### src/rtl/core/sdq_pkg.sv
// Shared types, constants and helpers for the sorted deadline queue.
package sdq_pkg;

    localparam int DEPTH   = 16;
    localparam int AW      = $clog2(DEPTH);
    localparam int CW      = $clog2(DEPTH + 1);
    localparam int DUE_W   = 32;
    localparam int TAG_W   = 8;
    localparam int OCC_W   = 5;

    localparam logic ACT_INSERT = 1'b0;
    localparam logic ACT_TICK   = 1'b1;

    typedef enum logic [1:0] {
        EV_NONE   = 2'd0,
        EV_INSERT = 2'd1,
        EV_DROP   = 2'd2,
        EV_FIRE   = 2'd3
    } ev_t;

    typedef enum logic [2:0] {
        ST_IDLE,
        ST_START,
        ST_ICMP,
        ST_PLACE,
        ST_TCMP,
        ST_FINISH
    } state_t;

    typedef struct packed {
        logic [DUE_W-1:0] due;
        logic [TAG_W-1:0] tag;
    } entry_t;

    typedef struct packed {
        logic          we;
        logic [AW-1:0] waddr;
        entry_t        wdata;
        logic [AW-1:0] raddr;
    } store_req_t;

    typedef struct packed {
        ev_t              ev;
        logic [TAG_W-1:0] tag;
        logic [DUE_W-1:0] due;
        logic [OCC_W-1:0] occ;
    } result_t;

    // Physical slot of logical position pos in the ring that starts at head.
    function automatic logic [AW-1:0] wrap_addr(input logic [AW-1:0] head,
                                                input logic [CW-1:0] pos);
        logic [CW:0] sum;
        sum = (CW+1)'(head) + (CW+1)'(pos);
        if (sum >= (CW+1)'(DEPTH)) begin
            sum = sum - (CW+1)'(DEPTH);
        end
        return sum[AW-1:0];
    endfunction

endpackage

### src/rtl/core/sorted_deadline_queue_top.sv
// Top level of the sorted deadline queue: sequencer, entry memory, result register.
//
//   channel   dir   handshake           payload
//   s_*       in    s_valid / s_ready   s_action, s_due_time, s_job_tag, s_now_time
//   m_*       out   m_valid / m_ready   m_event_res, m_fired_tag, m_fired_due, m_occupancy
//
// Insert: the walk starts at the tail and moves each entry with a later deadline up one
//   slot, then places the job. The walk reads one entry per cycle, one read port.
// Tick: front read, one compare. Dropped insert or empty tick: no walk, no compare.
// aresetn (sync, active low) empties the queue; memory contents are not cleared.
// s_ready is high only while idle; a held result beat does not block the next accept,
//   but the following result waits in the sequencer until m_ready frees the register.
module sorted_deadline_queue_top (
    input  logic                              aclk,
    input  logic                              aresetn,
    input  logic                              s_valid,
    output logic                              s_ready,
    input  logic                              s_action,
    input  logic [sdq_pkg::DUE_W-1:0]         s_due_time,
    input  logic [sdq_pkg::TAG_W-1:0]         s_job_tag,
    input  logic [sdq_pkg::DUE_W-1:0]         s_now_time,
    output logic                              m_valid,
    input  logic                              m_ready,
    output logic [1:0]                        m_event_res,
    output logic [sdq_pkg::TAG_W-1:0]         m_fired_tag,
    output logic [sdq_pkg::DUE_W-1:0]         m_fired_due,
    output logic [sdq_pkg::OCC_W-1:0]         m_occupancy
);

    sdq_pkg::store_req_t st_req;
    sdq_pkg::entry_t     rd_data;
    sdq_pkg::result_t    res;
    logic                res_valid;
    logic                res_ready;

    // output beat register
    logic                m_valid_reg, m_valid_next;
    sdq_pkg::result_t    m_res_reg, m_res_next;

    sdq_seq u_seq (
        .aclk       (aclk),
        .aresetn    (aresetn),
        .s_valid    (s_valid),
        .s_ready    (s_ready),
        .s_action   (s_action),
        .s_due_time (s_due_time),
        .s_job_tag  (s_job_tag),
        .s_now_time (s_now_time),
        .st_req     (st_req),
        .rd_data    (rd_data),
        .res_valid  (res_valid),
        .res_ready  (res_ready),
        .res        (res)
    );

    sdq_store u_store (
        .aclk    (aclk),
        .req     (st_req),
        .rd_data (rd_data)
    );

    // register is free when empty or being drained this cycle
    assign res_ready = !m_valid_reg || m_ready;

    always_comb begin
        m_valid_next = m_valid_reg;
        m_res_next   = m_res_reg;
        if (res_ready) begin
            m_valid_next = res_valid;
            if (res_valid) begin
                m_res_next = res;
            end
        end
    end

    always_ff @(posedge aclk) begin
        if (!aresetn) begin
            m_valid_reg <= 1'b0;
        end else begin
            m_valid_reg <= m_valid_next;
        end
    end

    always_ff @(posedge aclk) begin
        m_res_reg <= m_res_next;
    end

    assign m_valid     = m_valid_reg;
    assign m_event_res = m_res_reg.ev;
    assign m_fired_tag = m_res_reg.tag;
    assign m_fired_due = m_res_reg.due;
    assign m_occupancy = m_res_reg.occ;

endmodule

### src/rtl/core/sdq_store.sv
// Entry memory: one write port, one read port, registered read data.
module sdq_store (
    input  logic               aclk,
    input  sdq_pkg::store_req_t req,
    output sdq_pkg::entry_t     rd_data
);

    sdq_pkg::entry_t mem [sdq_pkg::DEPTH];
    sdq_pkg::entry_t rd_data_reg;

    always_ff @(posedge aclk) begin
        if (req.we) begin
            mem[req.waddr] <= req.wdata;
        end
        rd_data_reg <= mem[req.raddr];
    end

    assign rd_data = rd_data_reg;

endmodule

### src/rtl/core/sdq_seq.sv
// Sequencer: walks the ring with one shared comparator for inserts and ticks.
module sdq_seq (
    input  logic                              aclk,
    input  logic                              aresetn,
    input  logic                              s_valid,
    output logic                              s_ready,
    input  logic                              s_action,
    input  logic [sdq_pkg::DUE_W-1:0]         s_due_time,
    input  logic [sdq_pkg::TAG_W-1:0]         s_job_tag,
    input  logic [sdq_pkg::DUE_W-1:0]         s_now_time,
    output sdq_pkg::store_req_t               st_req,
    input  sdq_pkg::entry_t                   rd_data,
    output logic                              res_valid,
    input  logic                              res_ready,
    output sdq_pkg::result_t                  res
);

    sdq_pkg::state_t state_reg, state_next;

    logic [sdq_pkg::AW-1:0]    head_reg, head_next;
    logic [sdq_pkg::CW-1:0]    count_reg, count_next;
    logic [sdq_pkg::CW-1:0]    pos_reg, pos_next;
    logic [sdq_pkg::CW-1:0]    rd_idx;

    logic                      act_reg, act_next;
    logic [sdq_pkg::DUE_W-1:0] due_reg, due_next;
    logic [sdq_pkg::TAG_W-1:0] tag_reg, tag_next;
    logic [sdq_pkg::DUE_W-1:0] now_reg, now_next;

    sdq_pkg::ev_t              ev_reg, ev_next;
    logic [sdq_pkg::TAG_W-1:0] ftag_reg, ftag_next;
    logic [sdq_pkg::DUE_W-1:0] fdue_reg, fdue_next;

    // shared compare unit
    logic [sdq_pkg::DUE_W-1:0] cmp_lo, cmp_hi;
    logic                      lt;

    logic full, empty;

    assign full  = (count_reg == sdq_pkg::CW'(sdq_pkg::DEPTH));
    assign empty = (count_reg == '0);

    always_comb begin
        if (state_reg == sdq_pkg::ST_TCMP) begin
            cmp_lo = rd_data.due;
            cmp_hi = now_reg;
        end else begin
            cmp_lo = due_reg;
            cmp_hi = rd_data.due;
        end
    end

    assign lt = (cmp_lo < cmp_hi);

    always_ff @(posedge aclk) begin
        if (!aresetn) begin
            state_reg <= sdq_pkg::ST_IDLE;
            head_reg  <= '0;
            count_reg <= '0;
        end else begin
            state_reg <= state_next;
            head_reg  <= head_next;
            count_reg <= count_next;
        end
    end

    always_ff @(posedge aclk) begin
        pos_reg  <= pos_next;
        act_reg  <= act_next;
        due_reg  <= due_next;
        tag_reg  <= tag_next;
        now_reg  <= now_next;
        ev_reg   <= ev_next;
        ftag_reg <= ftag_next;
        fdue_reg <= fdue_next;
    end

    // next state
    always_comb begin
        state_next = state_reg;
        unique case (state_reg)
            sdq_pkg::ST_IDLE: begin
                if (s_valid) begin
                    state_next = sdq_pkg::ST_START;
                end
            end
            sdq_pkg::ST_START: begin
                if (act_reg == sdq_pkg::ACT_TICK) begin
                    state_next = empty ? sdq_pkg::ST_FINISH : sdq_pkg::ST_TCMP;
                end else if (full) begin
                    state_next = sdq_pkg::ST_FINISH;
                end else if (empty) begin
                    state_next = sdq_pkg::ST_PLACE;
                end else begin
                    state_next = sdq_pkg::ST_ICMP;
                end
            end
            sdq_pkg::ST_ICMP: begin
                if (lt && (pos_reg != sdq_pkg::CW'(1))) begin
                    state_next = sdq_pkg::ST_ICMP;
                end else begin
                    state_next = sdq_pkg::ST_PLACE;
                end
            end
            sdq_pkg::ST_PLACE: state_next = sdq_pkg::ST_FINISH;
            sdq_pkg::ST_TCMP:  state_next = sdq_pkg::ST_FINISH;
            sdq_pkg::ST_FINISH: begin
                if (res_ready) begin
                    state_next = sdq_pkg::ST_IDLE;
                end
            end
            default: state_next = sdq_pkg::ST_IDLE;
        endcase
    end

    // datapath and store control
    always_comb begin
        pos_next   = pos_reg;
        head_next  = head_reg;
        count_next = count_reg;
        act_next   = act_reg;
        due_next   = due_reg;
        tag_next   = tag_reg;
        now_next   = now_reg;
        ev_next    = ev_reg;
        ftag_next  = ftag_reg;
        fdue_next  = fdue_reg;
        rd_idx     = '0;

        st_req.we    = 1'b0;
        st_req.waddr = sdq_pkg::wrap_addr(head_reg, pos_reg);
        st_req.wdata = rd_data;

        unique case (state_reg)
            sdq_pkg::ST_IDLE: begin
                if (s_valid) begin
                    act_next = s_action;
                    due_next = s_due_time;
                    tag_next = s_job_tag;
                    now_next = s_now_time;
                end
            end
            sdq_pkg::ST_START: begin
                ftag_next = '0;
                fdue_next = '0;
                if (act_reg == sdq_pkg::ACT_TICK) begin
                    ev_next = sdq_pkg::EV_NONE;
                end else begin
                    // fetch the tail entry; walk back from there
                    rd_idx   = count_reg - sdq_pkg::CW'(1);
                    pos_next = count_reg;
                    ev_next  = full ? sdq_pkg::EV_DROP : sdq_pkg::EV_INSERT;
                end
            end
            sdq_pkg::ST_ICMP: begin
                rd_idx = pos_reg - sdq_pkg::CW'(2);
                if (lt) begin
                    // later deadline moves up one slot
                    st_req.we = 1'b1;
                    pos_next  = pos_reg - sdq_pkg::CW'(1);
                end
            end
            sdq_pkg::ST_PLACE: begin
                st_req.we        = 1'b1;
                st_req.wdata.due = due_reg;
                st_req.wdata.tag = tag_reg;
                count_next       = count_reg + sdq_pkg::CW'(1);
            end
            sdq_pkg::ST_TCMP: begin
                if (lt) begin
                    ev_next    = sdq_pkg::EV_FIRE;
                    ftag_next  = rd_data.tag;
                    fdue_next  = rd_data.due;
                    count_next = count_reg - sdq_pkg::CW'(1);
                    if (head_reg == sdq_pkg::AW'(sdq_pkg::DEPTH - 1)) begin
                        head_next = '0;
                    end else begin
                        head_next = head_reg + sdq_pkg::AW'(1);
                    end
                end
            end
            sdq_pkg::ST_FINISH: begin
            end
            default: begin
            end
        endcase

        st_req.raddr = sdq_pkg::wrap_addr(head_reg, rd_idx);
    end

    assign s_ready   = (state_reg == sdq_pkg::ST_IDLE);
    assign res_valid = (state_reg == sdq_pkg::ST_FINISH);
    assign res.ev    = ev_reg;
    assign res.tag   = ftag_reg;
    assign res.due   = fdue_reg;
    assign res.occ   = sdq_pkg::OCC_W'(count_reg);

    a_count_bound: assert property (@(posedge aclk) disable iff (!aresetn)
        count_reg <= sdq_pkg::CW'(sdq_pkg::DEPTH))
        else $error("occupancy above depth");

    a_place_grows: assert property (@(posedge aclk) disable iff (!aresetn)
        state_reg == sdq_pkg::ST_PLACE |=> count_reg == $past(count_reg) + sdq_pkg::CW'(1))
        else $error("insert did not add an entry");

    a_fire_shrinks: assert property (@(posedge aclk) disable iff (!aresetn)
        (state_reg == sdq_pkg::ST_TCMP && lt) |=>
            (count_reg == $past(count_reg) - sdq_pkg::CW'(1)) && ev_reg == sdq_pkg::EV_FIRE)
        else $error("fire did not remove the front entry");

    a_walk_pos: assert property (@(posedge aclk) disable iff (!aresetn)
        state_reg == sdq_pkg::ST_ICMP |-> pos_reg != '0)
        else $error("walk ran past the front");

endmodule

### config.mk
export PLATFORM = sky130hd
export DESIGN_NAME = sorted_deadline_queue_top
export DESIGN_NICKNAME = d
export VERILOG_FILES = /design/src/rtl/core/sdq_pkg.sv /design/src/rtl/core/sorted_deadline_queue_top.sv /design/src/rtl/core/sdq_store.sv /design/src/rtl/core/sdq_seq.sv
export SDC_FILE = /design/constraint.sdc
export NUM_CORES = 1
export LEC_CHECK = 0
export BUFFER_PORTS_ARGS = -buffer_cell sky130_fd_sc_hd__buf_2
export CAP_MARGIN = 5
export CORE_AREA = 10 10 284 286
export DETAILED_ROUTE_END_ITERATION = 12
export DIE_AREA = 0 0 294 296
export PLACE_DENSITY = 0.66
export SYNTH_ARGS = -nofsm -noshare
export SYNTH_HDL_FRONTEND = slang
export SYNTH_SLANG_ARGS = --single-unit
### constraint.sdc
create_clock -name aclk -period 15.9 [get_ports aclk]
set_clock_uncertainty 0.15 [all_clocks]
set_input_delay 3.18 -clock aclk [delete_from_list [all_inputs] [get_ports aclk]]
set_output_delay 3.18 -clock aclk [all_outputs]
set_load 0.03 [all_outputs]
# Yosys cells after proc, flatten, opt, wreduce, memory -nomap -nowiden
# Memory sizes are Yosys's and may differ from the RTL's. A register that Yosys moved wholly into a read port is not among the register bits.
# Cells that the tools add are included.
[totals]
ff_bits = 180
memories = 1
ram_bits = 640
[classes]
n_addsub = 9
n_reduce_logical = 16
order_cmp = 3
mux = 33
n_eq_ne = 13
[mem_list]
columns = ["memory", "words", "width", "read_ports", "rd_ports_with_merged_regs", "wr", "line", "rtl"]
rows = [
  ["u_store.mem", 16, 40, 1, 1, 1, "sdq_store.sv:8", "sdq_pkg::entry_t mem [sdq_pkg::DEPTH];"],
]
[ops]
columns = ["op", "n"]
rows = [
  ["2-to-1 mux 32 bit", 3],
  ["case mux 32 bit (2 select lines)", 1],
  ["2-to-1 mux 40 bit", 1],
  ["less-than comparator 32 bit", 1],
  ["case mux 5 bit (2 select lines)", 3],
  ["2-to-1 mux 5 bit", 4],
  ["case mux 8 bit (2 select lines)", 1],
  ["case mux 3 bit (5 select lines)", 1],
  ["adder 4 x 5 -> 6 bit", 2],
  ["greater-or-equal comparator 6 x 5 -> 1 bit, second input constant", 2],
  ["2-to-1 mux 3 bit", 4],
  ["2-to-1 mux 4 bit", 3],
  ["AND reduction 2 bit", 6],
  ["subtractor 5 x 1 -> 5 bit, second input constant", 2],
  ["2-to-1 mux 8 bit", 1],
  ["subtractor 4 x 1 -> 4 bit, second input constant", 2],
  ["equality test 3 x 2 -> 1 bit, second input constant", 2],
  ["equality test 3 bit, second input constant", 2],
  ["2-to-1 mux 1 bit", 6],
  ["2-to-1 mux 2 bit", 3],
  ["inequality test 2 x 1 -> 1 bit, second input constant", 3],
  ["nonzero test 2 bit", 3],
  ["adder 5 x 1 -> 5 bit, second input constant", 1],
  ["equality test 5 bit, second input constant", 1],
  ["other kinds (15)", 16],
]

# Depth between registers and ports, before layout
# Gate-level depths: netlist (run 1).
[depth]
depth_word = 7
ltp_mapped = 13
mapped_depth_nobuf = 10

# Cells and area by module
# From an unflattened synthesis (run 1), not the netlist that was laid out.
[hier_totals]
hier_cells = 1704
area_unflattened_um2 = 33542.2
[modules_own_cells]
columns = ["module", "area_each_um2", "cells_each", "n_inst"]
rows = [
  ["sdq_store", 25131.6, 1040, 1],
  ["sdq_seq", 6941.7, 612, 1],
  ["sorted_deadline_queue_top", 1468.9, 52, 1],
]

# Least setup slack after synthesis (run 1)
# Ideal clock, no wire load.
[synth_timing]
kind = "register -> register"
startpoint = "reg u_seq.state_reg[2]"
endpoint = "mem u_store.mem[5][0] in the netlist's numbering, enable pin"
required_time_ns = 15.213
setup_slack_ns = 8.148
path_stages_with_launch = 14
period_less_slack_ns = 7.752
setup_ns = 0.537
t_arrival_ns = 7.065
cell_sequence = "dfxtp_1 nor3b_2 buf_4 buf_2 buf_2 mux2i_1 ha_1 a21oi_1 o21ai_1 a221oi_1 nand2_2 o31a_4 buf_6 nor4_1"
[synth_between]
elab_chain_len = 7
elab_cells_between_ends = 10
cone_classes = "1 x order compare; 3 x eq/ne; 6 x mux"
[synth_rtl]
columns = ["item", "line", "rtl"]
rows = [
  ["from (decl)", "sdq_seq.sv:18", "sdq_pkg::state_t state_reg, state_next;"],
  ["from (signal assigned)", "sdq_seq.sv:57", "state_reg <= sdq_pkg::ST_IDLE;"],
  ["from (signal assigned)", "sdq_seq.sv:61", "state_reg <= state_next;"],
  ["equality test 3 bit", "sdq_seq.sv:44", "if (state_reg == sdq_pkg::ST_TCMP) begin"],
  ["2-to-1 mux 32 bit", "sdq_seq.sv:44", ""],
  ["less-than comparator 32 bit", "sdq_seq.sv:53", "assign lt = (cmp_lo < cmp_hi);"],
  ["2-to-1 mux 1 bit", "sdq_seq.sv:157", "if (lt) begin"],
  ["case mux 1 bit (2 select lines) *", "sdq_seq.sv:134", "unique case (state_reg)"],
  ["2-to-1 mux 1 bit *", "sdq_store.sv:12", "if (req.we) begin"],
  ["2-to-1 mux 1 bit (not written as such) *", "sdq_store.sv:13", "mem[req.waddr] <= req.wdata;"],
  ["to (decl)", "sdq_store.sv:8", ""],
]
# Every way passes the cells marked *; elsewhere a longest branch is shown, timed or not.

# Worst setup path after layout (run 1)
[layout_timing]
startpoint = "reg u_seq.state_reg[1]"
endpoint = "reg u_store.rd_data[2] (netlist name)"
[layout_between]
elab_chain_len = 5
elab_cells_between_ends = 7
cone_classes = "2 x add/sub; 1 x order compare; 2 x eq/ne; 2 x mux"
[layout_rtl]
columns = ["item", "line", "rtl"]
rows = [
  ["equality test 3 x 2 -> 1 bit / equality test 3 x 1 -> 1 bit (equally long branches)", "sdq_seq.sv:134", ""],
  ["case mux 5 bit (2 select lines) *", "sdq_seq.sv:134", ""],
  ["adder 4 x 5 -> 6 bit *", "sdq_pkg.sv:53", "sum = (CW+1)'(head) + (CW+1)'(pos);"],
  ["greater-or-equal comparator 6 x 5 -> 1 bit / subtractor 4 x 1 -> 4 bit (equally long branches)", "sdq_pkg.sv:54, sdq_pkg.sv:55", ""],
  ["2-to-1 mux 4 bit *", "sdq_pkg.sv:54", "if (sum >= (CW+1)'(DEPTH)) begin"],
]
# Marked as above.
# A chain may end at the register's enable or synchronous reset.

==> results of run 1 <==
==> power groups by stage <==
stage / Combinational [mW] / Clock [mW] / Sequential, mW
floorplan: 1.59 / 0 / 3.19
finish: 2.16 / 2.06 / 3.19
CTS: 2.18 / 2.10 / 3.19
global route: 2.35 / 2.21 / 3.21
global placement: 2.12 / 0 / 3.23
detailed placement: 2.17 / 0 / 3.23
==> layout make-up <==
type,count,area [sq um]
fill,5841,37000
timing repair buffer,170,963
sequential,860,25300
tap,978,1220
multi-input combinational,666,7780
clock buffer,114,2390
clock inverter,44,526
inverter,16,60.1
==> per-stage QoR <==
stage	util [%]	cell area, sq um
after floorplan	-	33300
after global placement	47.0	35300
after detailed placement	47.0	35300
after CTS	50.9	38200
after global routing	50.9	38200
final	50.9	38200
==> worst max path at each step <==
| stage | from | end | slack, ns | cells past startpoint |
|---|---|---|---|---|
| floorplan | u_seq.state_reg[2] | u_store.mem[5][0] | 8.15 | 13 |
| finish | u_seq.state_reg[1] | u_store.rd_data[2] | 9.92 | 7 |
| detailed placement | u_seq.state_reg[0] | u_store.rd_data[2] | 9.96 | 10 |
| CTS | u_seq.state_reg[0] | u_store.rd_data[2] | 9.96 | 10 |
| global route | u_seq.state_reg[1] | u_store.rd_data[6] | 9.61 | 7 |
| global placement | u_seq.state_reg[0] | u_store.rd_data[2] | 10.01 | 10 |
==> per-layer routing <==
layer	up-vias	track usage, %
met5	-	0
met4	0	5.54
met3	114	3.25
met2	696	29.1
met1	8586	24.1
li1	6960	-
==> cell usage after synthesis (all sizes together), types with 2 or more instances <==
cell,instances
xnor2,10
o32ai,2
fa,2
nand2b,6
mux2i,34
ha,44
o211ai,2
or4,3
a21oi,26
a31oi,5
inv,15
dfxtp,53
edfxtp,807
a211oi,2
o21ai,18
nand2,150
nand3b,2
a21o,33
nand4,10
and3,2
xor2,4
buf,17
nand3,12
and2,41
mux4,200
o21bai,2
o31ai,2
nor3b,2
nor4b,2
clkbuf,57
nor2,9
o22ai,2
nor4,12
nor3,9
==> kinds of logic after synthesis <==
group / share of synthesized area (%)
simple gates: 3.90
xor+xnor: 0.391
mux: 14.5
fa+ha+maj: 1.77
buf+inv: 1.23
flops: 75.9
compound gates: 2.23
==> flow_metrics.tcl, run 1 <==
set metrics [dict create \
    hpwl_microns 43700 \
    min_to "m_fired_due[24]" \
    io_pins 126 \
    synth_top_area_share_pct 72.7 \
    pwr-share-comb_pct 29.1 \
    relSlewSlack_pct 22.5 \
    drc 0 \
    grt_pass1_wl_microns 113000 \
    period_share_pct 37.6 \
    synth-edff-count 807 \
    clk_pin_slew_ns 0.06 \
    start_kind "flop" \
    clk_latency_ns 0.64 \
    setup_viol 0 \
    wirelength_microns 77100 \
    synthToLayoutAreaGrowth_pct 14.8 \
    async_flop_share_pct 0 \
    setup_tns_ns 0 \
    reg2reg_slack_ns 9.92 \
    dp_cells 2690 \
    port_buffers 125 \
    grt.total_usage_pct 17.8 \
    cts_hold_buf 0 \
    arrival_ns 6.34 \
    grt_start_max_net_pins 75 \
    crit_chain "nand3_1 > o22a_1 > fa_4 > buf_4 > buf_4 > mux4_2 > mux4_2" \
    gp_congestion 0.800 \
    drt_first_iter_violations 1905 \
    timing.rr.start "u_seq.state_reg[1]" \
    synth_warnings 0 \
    internal-power_mw 5.20 \
    grt_overflow 0 \
    syn_area_sq_mm 0.0333 \
    clkPwrFrac_pct 27.9 \
    cpLargestDelayFamily "buffers and inverters" \
    antenna_found_initial 1 \
    sw_frac_of_total_pct 29.9 \
    synth_top_area_cell "edfxtp_1" \
    fin_ws_ns 9.92 \
    holdPathStages 0 \
    rows 101 \
    wl_per_cell_microns 27.1 \
    hold_violations 0 \
    max_stage_delay_ns 1.12 \
    htree_levels 3 \
    drive_gt1_share_pct 29.3 \
    tightestPinTransition_ns 1.16 \
    layout.nets 1922 \
    synth_nets 1739 \
    critPathKind "reg -> reg" \
    die_y_microns 296 \
    peakVddDrop_v 0.0000997 \
    viasPerCell 5.74 \
    wirelength_met1_microns 31600 \
    largest_reg_flops 640 \
    synthCells 1616 \
    path_buf_inv 2 \
    clockBufferDepth 3 \
    worstPathRequired_ns 16.26 \
    switching_power_mw 2.21 \
    wl_met2_microns 37700 \
    ys_ff_latch 860 \
    cts-root-buf "clkbuf_16" \
    fin_crit_ns 5.98 \
    pwr-share-seq_pct 43.0 \
    slew_violations 0 \
    top_layer_used "met4" \
    dieWidth_microns 294 \
    cts_tree "done" \
    cts_buffers 85 \
    final_antenna_net_count 0 \
    final_common_cell "edfxtp_1" \
    final_cell_mix "edfxtp_1, mux4_2, nand2_1" \
    wl_met3_microns 5890 \
    cp-end-kind "flop" \
    pre_cts_ws_ns 9.96 \
    diodes 0 \
    vias 16356 \
    power_leakage_nw 12.7 \
    core_area_sq_mm 0.0752 \
    cts_sinks 860 \
    syn_area_per_cell_sq_um 20.6 \
    ys.flop_type "edfxtp_1" \
    start_util_pct 44.3 \
    min_path_type "reg -> reg" \
    postCtsSetupBuffers 0 \
    ys_types 67 \
    max_freq_mhz 167 \
    die_area_sq_mm 0.0870 \
    power_density_mw_per_mm2 194 \
    instances_no_fill 2848 \
    rsz0062_at_grt "no" \
    max_cap_viol_count 0 \
    outcome "completed" \
    p_total_mw 7.41 \
    cp_slowest_cell "fa_4" \
    worst-r2r-cell-count 7 \
    path_max_fanout 74 \
    synth.top_cells.by_area "edfxtp_1, mux4_2, dfxtp_1" \
    hp-start "u_seq.fdue_reg[24]" \
    drt_pass1_iterations 5 \
    grt_pass1_vias 16843 \
    hold_ws_ns 0.267 \
    post_cts_resized 0 \
    synth-seq-area-share_pct 75.9 \
    rr_endpoint "u_store.rd_data[2]" \
]
Power figures use the tool's default switching activity.
==> inputs of run 2 (changes only) <==
==> constraint.sdc (replaced) <==
create_clock -name aclk -period 6.3 [get_ports aclk]
set_clock_uncertainty 0.15 [all_clocks]
set_input_delay 1.26 -clock aclk [delete_from_list [all_inputs] [get_ports aclk]]
set_output_delay 1.26 -clock aclk [all_outputs]
set_load 0.03 [all_outputs]
==> flow_metrics.tcl, run 2 (synthesis results as in run 1) <==
set metrics [dict create \
    htree_levels 3 \
    cts_tree "done" \
    vias 16202 \
    wl_per_cell_microns 25.6 \
    gp_congestion 0.790 \
    hold_violations 0 \
    slew_violations 0 \
    post-route-util_pct 50.8 \
    arrival_ns 5.59 \
    largest_reg_flops 640 \
    cts_hold_buf 0 \
    postCtsSetupBuffers 0 \
    hold_ws_ns 0.264 \
    power_leakage_nw 12.7 \
    path_max_fanout 40 \
    port_buffers 125 \
    fin_crit_ns 5.48 \
    dieWidth_microns 294 \
    period_share_pct 87.0 \
    worstPathRequired_ns 6.41 \
    cts_buffers 86 \
    setup_viol 0 \
    viasPerCell 5.69 \
    drive_gt1_share_pct 28.7 \
    antenna_found_initial 1 \
    cts-root-buf "clkbuf_16" \
    synthToLayoutAreaGrowth_pct 14.7 \
    fin_ws_ns 0.821 \
    start_kind "flop" \
    cp-end-kind "flop" \
    grt_start_max_net_pins 76 \
    max_cap_viol_count 0 \
    grt_pass1_vias 16765 \
    drt_first_iter_violations 1482 \
    cts_sinks 860 \
    final_cell_mix "edfxtp_1, mux4_2, nand2_1" \
    clk_latency_ns 0.65 \
    tightestPinTransition_ns 1.19 \
    final_antenna_net_count 0 \
    core_area_sq_mm 0.0752 \
    drt_pass1_iterations 9 \
    die_area_sq_mm 0.0870 \
    peakVddDrop_v 0.000312 \
    grt_overflow 0 \
    min_path_type "reg -> reg" \
    layout.nets 1924 \
    drc 0 \
    hpwl_microns 43200 \
    grt.total_usage_pct 16.9 \
    clk_pin_slew_ns 0.06 \
    critPathKind "reg -> reg" \
    rsz0062_at_grt "no" \
    die_y_microns 296 \
    clockBufferDepth 3 \
    pre_cts_ws_ns 0.887 \
    power_density_mw_per_mm2 490 \
    rows 101 \
    relSlewSlack_pct 20.4 \
    grt_pass1_wl_microns 110000 \
    post_cts_resized 0 \
    io_pins 126 \
    start_util_pct 44.3 \
    max_freq_mhz 183 \
    final_common_cell "edfxtp_1" \
    wirelength_microns 72900 \
    outcome "completed" \
]
## run 2: changes by cell type in the layout (fill, tap and decap cells not counted), moves of 2 or more
| cell | previous run | this run |
|---|---|---|
| clkbuf_8 | 11 | 8 |
| bufinv_16 | 10 | 6 |
| buf_12 | 0 | 7 |
| clkinv_8 | 2 | 4 |
| clkinv_1 | 6 | 10 |
| clkinv_2 | 15 | 9 |
| clkbuf_1 | 16 | 23 |
| buf_4 | 45 | 39 |
## run 2: critical path, stage by stage, from the launching register on
cell and delay [ns]:
dfxtp_1 0.69, or3b_2 1.01, a21o_1 0.24, ha_1 0.25
a21oi_1 0.15, o21ai_0 0.23, a22oi_1 0.63, nand2_2 0.22
o31a_4 0.50, nor4_2 0.32, buf_4 0.63
## run 2: layout make-up
type	count	area, sq um
repair buffers	171	1060
fillers	5819	37000
clock inverters	39	427
flip-flops and latches	860	25300
multi-input cells	666	7770
clock buffers	118	2370
well taps	978	1220
diodes	1	2.50
inverters	16	60.1
## run 2: path summary, 6_finish.rpt
check | start | endpoint | depth (start not counted) | slack, ns
max reg2reg | u_seq.state_reg[1] | u_store.mem[15][25] | 10 | 0.82
min reg2reg | u_seq.ftag_reg[4] | m_fired_tag[4] | 0 | 0.26
min | u_seq.ftag_reg[4] | m_fired_tag[4] | 0 | 0.26
max | u_seq.state_reg[1] | u_store.mem[15][25] | 10 | 0.82
## run 2: layer usage
layer	global-route usage (%)	vias up	routed length [microns]
li1	-	6979	-
met1	23.7	8585	31900
met2	26.5	539	34700
met3	3.43	97	4760
met4	5.42	2	1590
met5	0	-	11
## run 2: where the power goes
| group | leakage [nW] | internal, mW | total (mW) | switching (mW) |
|---|---|---|---|---|
| logic | 3.57 | 2.44 | 5.65 | 3.21 |
| clock network | 1.35 | 2.90 | 5.01 | 2.11 |
| registers | 7.77 | 7.69 | 8.06 | 0.371 |
| total | 12.7 | 13.0 | 18.7 | 5.69 |
## run 2: per-stage QoR
step                std cells  TNS (ns)  power (mW)  instance area [sq um]
finish                   2849         0        18.7                  38200
CTS                      2848         0        18.9                  38200
global route             2848         0        19.6                  38200
global placement         2691         0        13.7                  35400
detailed placement       2691         0        13.9                  35400
floorplan                1616   -711.25        12.1                  33300
==> inputs of run 3 (changes only) <==
--- a/config.mk
+++ b/config.mk
@@ -11,6 +11,7 @@
 export DETAILED_ROUTE_END_ITERATION = 12
 export DIE_AREA = 0 0 294 296
 export PLACE_DENSITY = 0.66
+export REMOVE_ABC_BUFFERS = 1
 export SYNTH_ARGS = -nofsm -noshare
 export SYNTH_HDL_FRONTEND = slang
 export SYNTH_SLANG_ARGS = --single-unit
==> constraint.sdc (replaced) <==
create_clock -name aclk -period 6.3 [get_ports aclk]
set_clock_uncertainty 0.15 [all_clocks]
set_input_delay 0.63 -clock aclk [delete_from_list [all_inputs] [get_ports aclk]]
set_output_delay 0.63 -clock aclk [all_outputs]
set_load 0.03 [all_outputs]
==> flow_metrics.tcl, run 3 (synthesis results as in run 1) <==
set metrics [dict create \
    outcome "completed" \
    fin_area_sq_mm 0.0390 \
    clk_latency_ns 0.65 \
    start_kind "flop" \
    layout.nets 1987 \
    vias 16393 \
    synthToLayoutAreaGrowth_pct 16.9 \
    post_cts_resized 0 \
    crit_chain "or3b_2 > buf_4 > a21o_1 > ha_1 > nand4_1 > or4_4 > o21bai_4 > o32ai_2 > o31a_4 > nor4_2 > buf_4" \
    fin_crit_ns 5.31 \
    drt_first_iter_violations 1556 \
    drc 0 \
    clkPwrFrac_pct 27.4 \
    setup_tns_ns 0 \
    cts-root-buf "clkbuf_16" \
    viasPerCell 5.62 \
    final_cell_mix "edfxtp_1, mux4_2, nand2_1" \
    final_antenna_net_count 0 \
    cts_tree "done" \
    antenna_found_initial 0 \
    max_stage_delay_ns 0.81 \
    cts_hold_buf 67 \
    fillers 5791 \
    hold_violations 0 \
    internal-power_mw 13.2 \
    worstPathRequired_ns 6.44 \
    timing.rr.start "u_seq.state_reg[0]" \
    cp_slowest_cell "or3b_2" \
    clk_pin_slew_ns 0.06 \
    grt_overflow 0 \
    gp_congestion 0.802 \
    arrival_ns 5.46 \
    dp_cells 2684 \
    cts_buffers 88 \
    min_path_type "in -> reg" \
    power_leakage_nw 13.0 \
    peakVddDrop_v 0.000265 \
    max_freq_mhz 188 \
    power_density_mw_per_mm2 485 \
    rows 101 \
    path_max_fanout 40 \
    grt.total_usage_pct 17.0 \
    diodes 0 \
    port_buffers 125 \
    startpoint "u_seq.state_reg[0]" \
    place_area_sq_mm 0.0354 \
    dieWidth_microns 294 \
    core_area_sq_mm 0.0752 \
    drive_gt1_share_pct 27.5 \
    fin_ws_ns 0.986 \
    cp_common_cell "buf_4" \
    slew_violations 0 \
    rsz0062_at_grt "no" \
    drt_pass1_iterations 5 \
    period_share_pct 84.3 \
    clockBufferDepth 3 \
    largest_reg_flops 640 \
    postCtsSetupBuffers 0 \
    path_buf_inv 2 \
    tightestPinTransition_ns 1.04 \
    wl_per_cell_microns 25.3 \
    start_util_pct 44.3 \
    final_common_cell "edfxtp_1" \
    wirelength_microns 73800 \
    max_cap_viol_count 0 \
    cp-end-kind "flop" \
    cts_sinks 860 \
    cpLargestDelayFamily "simple AND/OR/NAND/NOR gates" \
    grt_pass1_wl_microns 111000 \
    instances_no_fill 2917 \
    setup_viol 0 \
    critPathKind "reg -> reg" \
    grt_start_max_net_pins 76 \
    p_total_mw 18.9 \
    relSlewSlack_pct 30.2 \
    io_pins 126 \
    pre_cts_ws_ns 1.07 \
    htree_levels 3 \
    hp-start "s_now_time[13]" \
    pwr-share-seq_pct 42.6 \
    grt_pass1_vias 17054 \
    die_area_sq_mm 0.0870 \
    switching_power_mw 5.74 \
    sw_frac_of_total_pct 30.4 \
    pwr-share-comb_pct 30.0 \
    die_y_microns 296 \
    hpwl_microns 44000 \
]
run 3: cell types whose count changed in the layout (fill, tap and decap cells not counted), moves of 2 or more:
cell and delta:
clkinv_4 -2, clkinvlp_4 -2, clkbuf_16 +4, clkinv_8 -2, dlygate4sd3_1 +67, clkbuf_1 +5, buf_4 -7, clkbuf_8 +6
run 3: worst reg2reg max path, stage by stage (launching register included):
cell and delay [ns]:
dfxtp_1 0.47, or3b_2 0.81, buf_4 0.33, a21o_1 0.22, ha_1 0.31, nand4_1 0.25
or4_4 0.59, o21bai_4 0.21, o32ai_2 0.69, o31a_4 0.39, nor4_2 0.10, buf_4 0.39
run 3: layer usage:
layer	track usage, %	wire length (microns)	part of all wire (%)
met5	0	0	0
met2	27.0	35400	48
met4	5.43	1730	2.3
met1	23.2	31300	42
met3	4.01	5400	7.3
run 3: cell type report:
type	count	area, sq um	share of cell area [%]
sequential	860	25300	64.9
timing repair buffer	232	1690	4.33
clock inverter	32	342	0.877
inverter	16	60.1	0.154
clock buffer	133	2570	6.61
multi-input combinational	666	7770	20.0
tap	978	1220	3.14
run 3: metrics by stage:
| step | hold WS (ns) | util [%] |
|---|---|---|
| after detailed placement | 0.255 | 47.0 |
| after CTS | 0.00321 | 51.8 |
| after global placement | 0.256 | 47.0 |
| final | 0.0287 | 51.8 |
| after floorplan | 0.250 | - |
| after global routing | 0.0162 | 51.8 |
run 3: path summary, 6_finish.rpt:
kind	endpoint	slack [ns]	depth (start not counted)
setup reg to reg	u_store.mem[2][1]	0.99	11
hold reg to reg	m_fired_due[11]	0.27	0
hold / removal	u_seq.now_reg[13]	0.03	1
setup / recovery	u_store.mem[2][1]	0.99	11
run 3: power groups by stage:
stage	registers (mW)	clock network, mW	logic [mW]
final	8.06	5.18	5.66
after global routing	8.11	5.53	6.15
after CTS	8.06	5.28	5.76
after detailed placement	8.17	0	5.70
after global placement	8.16	0	5.55
after floorplan	8.05	0	4.17
